===== src/hw/rtl/hsc_pkg.sv =====
package hsc_pkg;

  localparam int OBJ_W   = 9;
  localparam int WORD_W  = 64;
  localparam int IDX_W   = 14;
  localparam int PROBE_W = 7;

  localparam logic [WORD_W-1:0] HASH_MUL_OBJ = 64'h9E37_79B9_7F4A_7C15;
  localparam logic [WORD_W-1:0] HASH_MUL_OFF = 64'hC2B2_AE3D_27D4_EB4F;
  localparam int                HASH_FOLD    = 29;

  localparam logic [PROBE_W-1:0] PROBE_RESET = 7'd64;

  // command codes
  localparam logic CMD_COUNT = 1'b0;
  localparam logic CMD_READ  = 1'b1;

  // outcome codes
  localparam logic [1:0] OUT_NEW  = 2'd0;
  localparam logic [1:0] OUT_INC  = 2'd1;
  localparam logic [1:0] OUT_DROP = 2'd2;
  localparam logic [1:0] OUT_READ = 2'd3;

  // register word index (paddr[2])
  localparam logic REG_PROBE_LIMIT = 1'b0;

  typedef struct packed {
    logic [OBJ_W-1:0]  obj;
    logic [WORD_W-1:0] off;
    logic [WORD_W-1:0] cnt;
  } entry_t;

  typedef struct packed {
    logic rd;
    logic wr;
  } tbl_cmd_t;

endpackage


===== src/hw/rtl/hsc_hash.sv =====
module hsc_hash (
  input  logic                      clk,
  input  logic                      rst,
  input  logic                      start,
  input  logic [hsc_pkg::OBJ_W-1:0] obj,
  input  logic [hsc_pkg::WORD_W-1:0] off,
  output logic                      done,
  output logic [hsc_pkg::WORD_W-1:0] home_hash
);
  import hsc_pkg::*;

  // one 32x32 multiplier, five partial products, each accumulated from the registered product of the step before
  localparam logic [2:0] ST_OBJ_LO = 3'd0;
  localparam logic [2:0] ST_OBJ_HI = 3'd1;
  localparam logic [2:0] ST_OFF_LL = 3'd2;
  localparam logic [2:0] ST_OFF_LH = 3'd3;
  localparam logic [2:0] ST_OFF_HL = 3'd4;
  localparam logic [2:0] ST_LAST   = 3'd5;

  logic              busy;
  logic [2:0]        step;
  logic [OBJ_W-1:0]  q_obj;
  logic [WORD_W-1:0] q_off;
  logic [31:0]       op_a;
  logic [31:0]       op_b;
  logic [63:0]       prod;
  logic [WORD_W-1:0] acc_obj;
  logic [WORD_W-1:0] acc_off;
  logic [WORD_W-1:0] hsum;

  always_comb begin
    case (step)
      ST_OBJ_LO: begin
        op_a = 32'(q_obj);
        op_b = HASH_MUL_OBJ[31:0];
      end
      ST_OBJ_HI: begin
        op_a = 32'(q_obj);
        op_b = HASH_MUL_OBJ[63:32];
      end
      ST_OFF_LL: begin
        op_a = q_off[31:0];
        op_b = HASH_MUL_OFF[31:0];
      end
      ST_OFF_LH: begin
        op_a = q_off[31:0];
        op_b = HASH_MUL_OFF[63:32];
      end
      ST_OFF_HL: begin
        op_a = q_off[63:32];
        op_b = HASH_MUL_OFF[31:0];
      end
      default: begin
        op_a = '0;
        op_b = '0;
      end
    endcase
  end

  always_ff @(posedge clk) begin
    if (rst) begin
      busy <= 1'b0;
      step <= ST_OBJ_LO;
      done <= 1'b0;
    end else begin
      done <= 1'b0;
      if (start) begin
        busy <= 1'b1;
        step <= ST_OBJ_LO;
      end else if (busy) begin
        step <= step + 3'd1;
        if (step == ST_LAST) begin
          busy <= 1'b0;
          done <= 1'b1;
        end
      end
    end
  end

  always_ff @(posedge clk) begin
    if (start) begin
      q_obj   <= obj;
      q_off   <= off;
      acc_obj <= '0;
      acc_off <= '0;
    end else if (busy) begin
      prod <= op_a * op_b;
      // prod holds the product issued in the previous step
      case (step) inside
        ST_OBJ_HI:          acc_obj <= acc_obj + prod;
        ST_OFF_LL:          acc_obj <= acc_obj + {prod[31:0], 32'b0};
        ST_OFF_LH:          acc_off <= acc_off + prod;
        ST_OFF_HL, ST_LAST: acc_off <= acc_off + {prod[31:0], 32'b0};
        default:            acc_obj <= acc_obj;
      endcase
    end
  end

  assign hsum      = acc_obj ^ acc_off;
  assign home_hash = hsum ^ (hsum >> HASH_FOLD);

endmodule


===== config.mk =====
export PLATFORM = sky130hd
export DESIGN_NAME = hsc_hash
export DESIGN_NICKNAME = d
export VERILOG_FILES = /design/src/hw/rtl/hsc_pkg.sv /design/src/hw/rtl/hsc_hash.sv
export SDC_FILE = /design/constraint.sdc
export NUM_CORES = 2
export LEC_CHECK = 0
export BUFFER_PORTS_ARGS = -buffer_cell sky130_fd_sc_hd__buf_2
export CAP_MARGIN = 5
export CORE_ASPECT_RATIO = 1.4
export CORE_MARGIN = 3
export CORE_UTILIZATION = 66
export DETAILED_ROUTE_END_ITERATION = 8
export GPL_TIMING_DRIVEN = 0
export PLACE_DENSITY_LB_ADDON = 0.2
export SLEW_MARGIN = 0
export SYNTH_ARGS = -nofsm -noshare
export SYNTH_HDL_FRONTEND = slang
export SYNTH_SLANG_ARGS = --single-unit

===== constraint.sdc =====
create_clock -name clk -period 10.7 [get_ports clk]
set_input_delay 2.14 -clock clk [delete_from_list [all_inputs] [get_ports clk]]
set_output_delay 2.14 -clock clk [all_outputs]
set_load 0.005 [all_outputs]

==> metrics.txt <==
PwrDens=320 nW/um^2; Total GRT Usage=53.0%; pre-CTS setup slack=-2.08 ns; Yosys reg bits=270; simple-gate share of the synthesized area=9.92%; drc violations=25; Clock Skews=0.0252 ns; Core Box Area=75,800 um^2; Hold Fails Final Rpt=0; die width=241 um; synth top area cells=fa_1 34%, ha_1 12%, edfxtp_1 8.1%; cell mode on critical path=fa_1; Sw Pwr=9.69 mW; post-route cell area=54,500 um^2; Net Sw Frac=55.5%; HP Class=register to register; clock power share=6.8%; Root Driver=clkbuf_16; Initial Util=67.1%; max_cap viols=0; placer congestion estimate=1.17; largest family of logic cells by synthesized area=adder cells; most common flop cell mapped by yosys=edfxtp_1; share of post-route cells with drive strength above 1=6.80%; Tmin final=10.88 ns; Int Power=7.75 mW; peak per-stage delay on the critical path=0.93 ns; H-Tree Depth=1; slowest CP cell=clkbuf_1; vias after detailed routing=45,300; required time of the critical path=11.10 ns; Crit path max-delay family=adder cells; failing checks=DRC, setup timing; global-route wire length before repair=302,000 um; Static Leak=28.6 nW; Post-Synth Adder-Cell Area=45.9%; cell with the most instances after synthesis=inv_1; Yosys cell types=92; CTS Buf Count=31; Synth top area share=33.8%; total die area=80,400 um^2; synthesized area=50,800 um^2; number of global-route vias before repair=46,600; worst setup margin=-0.178 ns; Final setup viols=4; Post-Synth XOR/XNOR Area=6.20%; post-synthesis compound-gate area fraction=15.1%; syn_nets=7,014; initial antenna violation count=11; max-slew violations=0; HPWL Detailed=173,000 um; post-route ant nets=0; Die Y=334 um; largest net degree at the start of global routing=75; period utilization=102%; synth-to-layout area growth=7.28%; mux contribution to synthesized area=0.222%; Post-synth EDFFs=137; CP Class=register to register; clk_lat worst skew=0.68 ns; Slew headroom=4.00%; Gate power share=81.4%; Max Clock Freq=0.0919 GHz; WP data arrival=11.27 ns; WL/cell=31.1 um; drt via density=6.66; Avg Cell Area, Syn=9.10 um^2; clock buffer depth=3; Worst Tran Pin Value=1.43 ns; dominant cell type by area after synthesis=fa_1; Worst VDD drop=0.000876 V; Post-synth top cells=1,063 x inv_1, 857 x fa_1, 492 x ha_1; post-layout util=72.0%; outcome=finished with violations; # nets final=7,222; # rows=119; r2r setup slk=-0.18 ns; Seq pwr share=11.8%; Cells after Synth=5,589; Port Buffers=140; dpl cell area=52,800 um^2; Critical path buffers and inverters=5; Sink Count=270; worst-path fanout max=10; DRT Pass-1 Iters=9; Routed WL=211,000 um; CTS tree=done; post-synthesis sequential area ratio=13.3%; gr ovfl total=0; met3 usage=16.6%; Synth Warn #=0; DRT iter0 DRCs=5,310; met1 Resource Use GR=53.7%; Setup crit end kind=register; CTS clk-pin slew, worst paths=0.07 ns; I/O pins=141; Global Route met2 Usage=80.7%; grt peak-use layer=met2; Post-synth ARST share=0%; critical path launch point type=register
-- registers in the layout (all words and copies together) (netlist names) --
name,count
acc_obj,64
acc_off,64
prod,64
q_off,64
q_obj,9
step,3
busy,1
done,1
-- cell families after synthesis --
kind of cell | Yosys count
buffers and inverters | 1262
multiplexers | 11
flip-flops | 270
AND/OR/NAND/NOR | 1162
AO/OA/AOI/OAI | 1173
XOR/XNOR | 360
adder cells (fa/ha/maj) | 1351
-- worst register-to-register path, delay by kind of cell, from the launching register on --
family | cells | cell delay (ns)
buf+inv | 5 | 1.56
simple gates | 6 | 1.83
compound gates | 6 | 1.65
xor+xnor | 1 | 0.15
fa+ha+maj | 10 | 4.99
flops | 1 | 0.45
-- power groups by stage --
stage | logic (mW) | clock network [mW] | registers [mW]
after floorplan | 9.73 | 0 | 1.80
after global placement | 12.8 | 0 | 2.01
after detailed placement | 13.3 | 0 | 2.01
after CTS | 13.6 | 1.17 | 1.99
after global routing | 15.2 | 1.21 | 2.03
final | 14.2 | 1.18 | 2.05
-- per-stage QoR --
stage / TNS (ns) / instances / hold slack, ns / power (mW)
CTS: 0 / 6779 / 0.489 / 16.8
detailed placement: -43.56 / 6700 / 0.478 / 15.3
finish: -0.393 / 6799 / 0.490 / 17.4
global placement: -41.08 / 6697 / 0.468 / 14.8
floorplan: 0 / 5589 / 0.460 / 11.5
global route: -0.215 / 6790 / 0.505 / 18.5
-- placed cells by master, fill, tap and decap left out, types with 13 or more instances in the layout --
cell / instances
a211oi_1: 48
a21o_1: 183
a21oi_1: 356
a221oi_1: 25
a22oi_1: 33
a22oi_2: 22
a31oi_1: 30
and2_1: 18
and3_1: 21
buf_2: 153
buf_4: 38
clkbuf_1: 127
clkbuf_16: 32
clkbuf_2: 23
dfxtp_1: 132
edfxtp_1: 137
fa_1: 856
ha_1: 491
inv_1: 1062
nand2_1: 475
nand2b_1: 26
nand3_1: 38
nand4_1: 58
nor2_1: 381
nor2b_1: 19
nor3_1: 46
o211ai_1: 15
o21a_1: 39
o21ai_0: 206
o21bai_1: 51
o22ai_1: 14
o31ai_1: 25
or2_2: 13
or3_1: 15
xnor2_1: 215
xor2_1: 145
-- worst paths after layout --
check	startpoint	end	cells past startpoint
worst min register to register	acc_off[13]	acc_off[13]	2
worst min-delay path	acc_off[13]	acc_off[13]	2
worst max-delay path	step[0]	prod[62]	28
worst max register to register	step[0]	prod[62]	28
-- metal layers --
metal / vias up / part of all wire [%] / routed length (um)
li1: 18700 / - / -
met1: 21400 / 29 / 61400
met2: 3663 / 44 / 92000
met3: 1578 / 12 / 25000
met4: 8 / 15 / 32700
met5: - / 0.098 / 207
-- cell type report --
cell class | instances | area (um^2)
tap | 968 | 1210
clock buffer | 36 | 856
buffer | 185 | 785
multi-input combinational | 4057 | 39500
clock inverter | 22 | 249
timing repair buffer | 181 | 1070
antenna | 9 | 22.5
sequential | 270 | 6780
fill | 5723 | 21300
inverter | 1071 | 4040
-- timing repair --
action	CTS	global route
gates resized for setup	69	62
buffers inserted	23	13
pin swaps	11	3
setup endpoints to repair	43	22
hold buffers	0	0
Power figures use the tool's default switching activity.
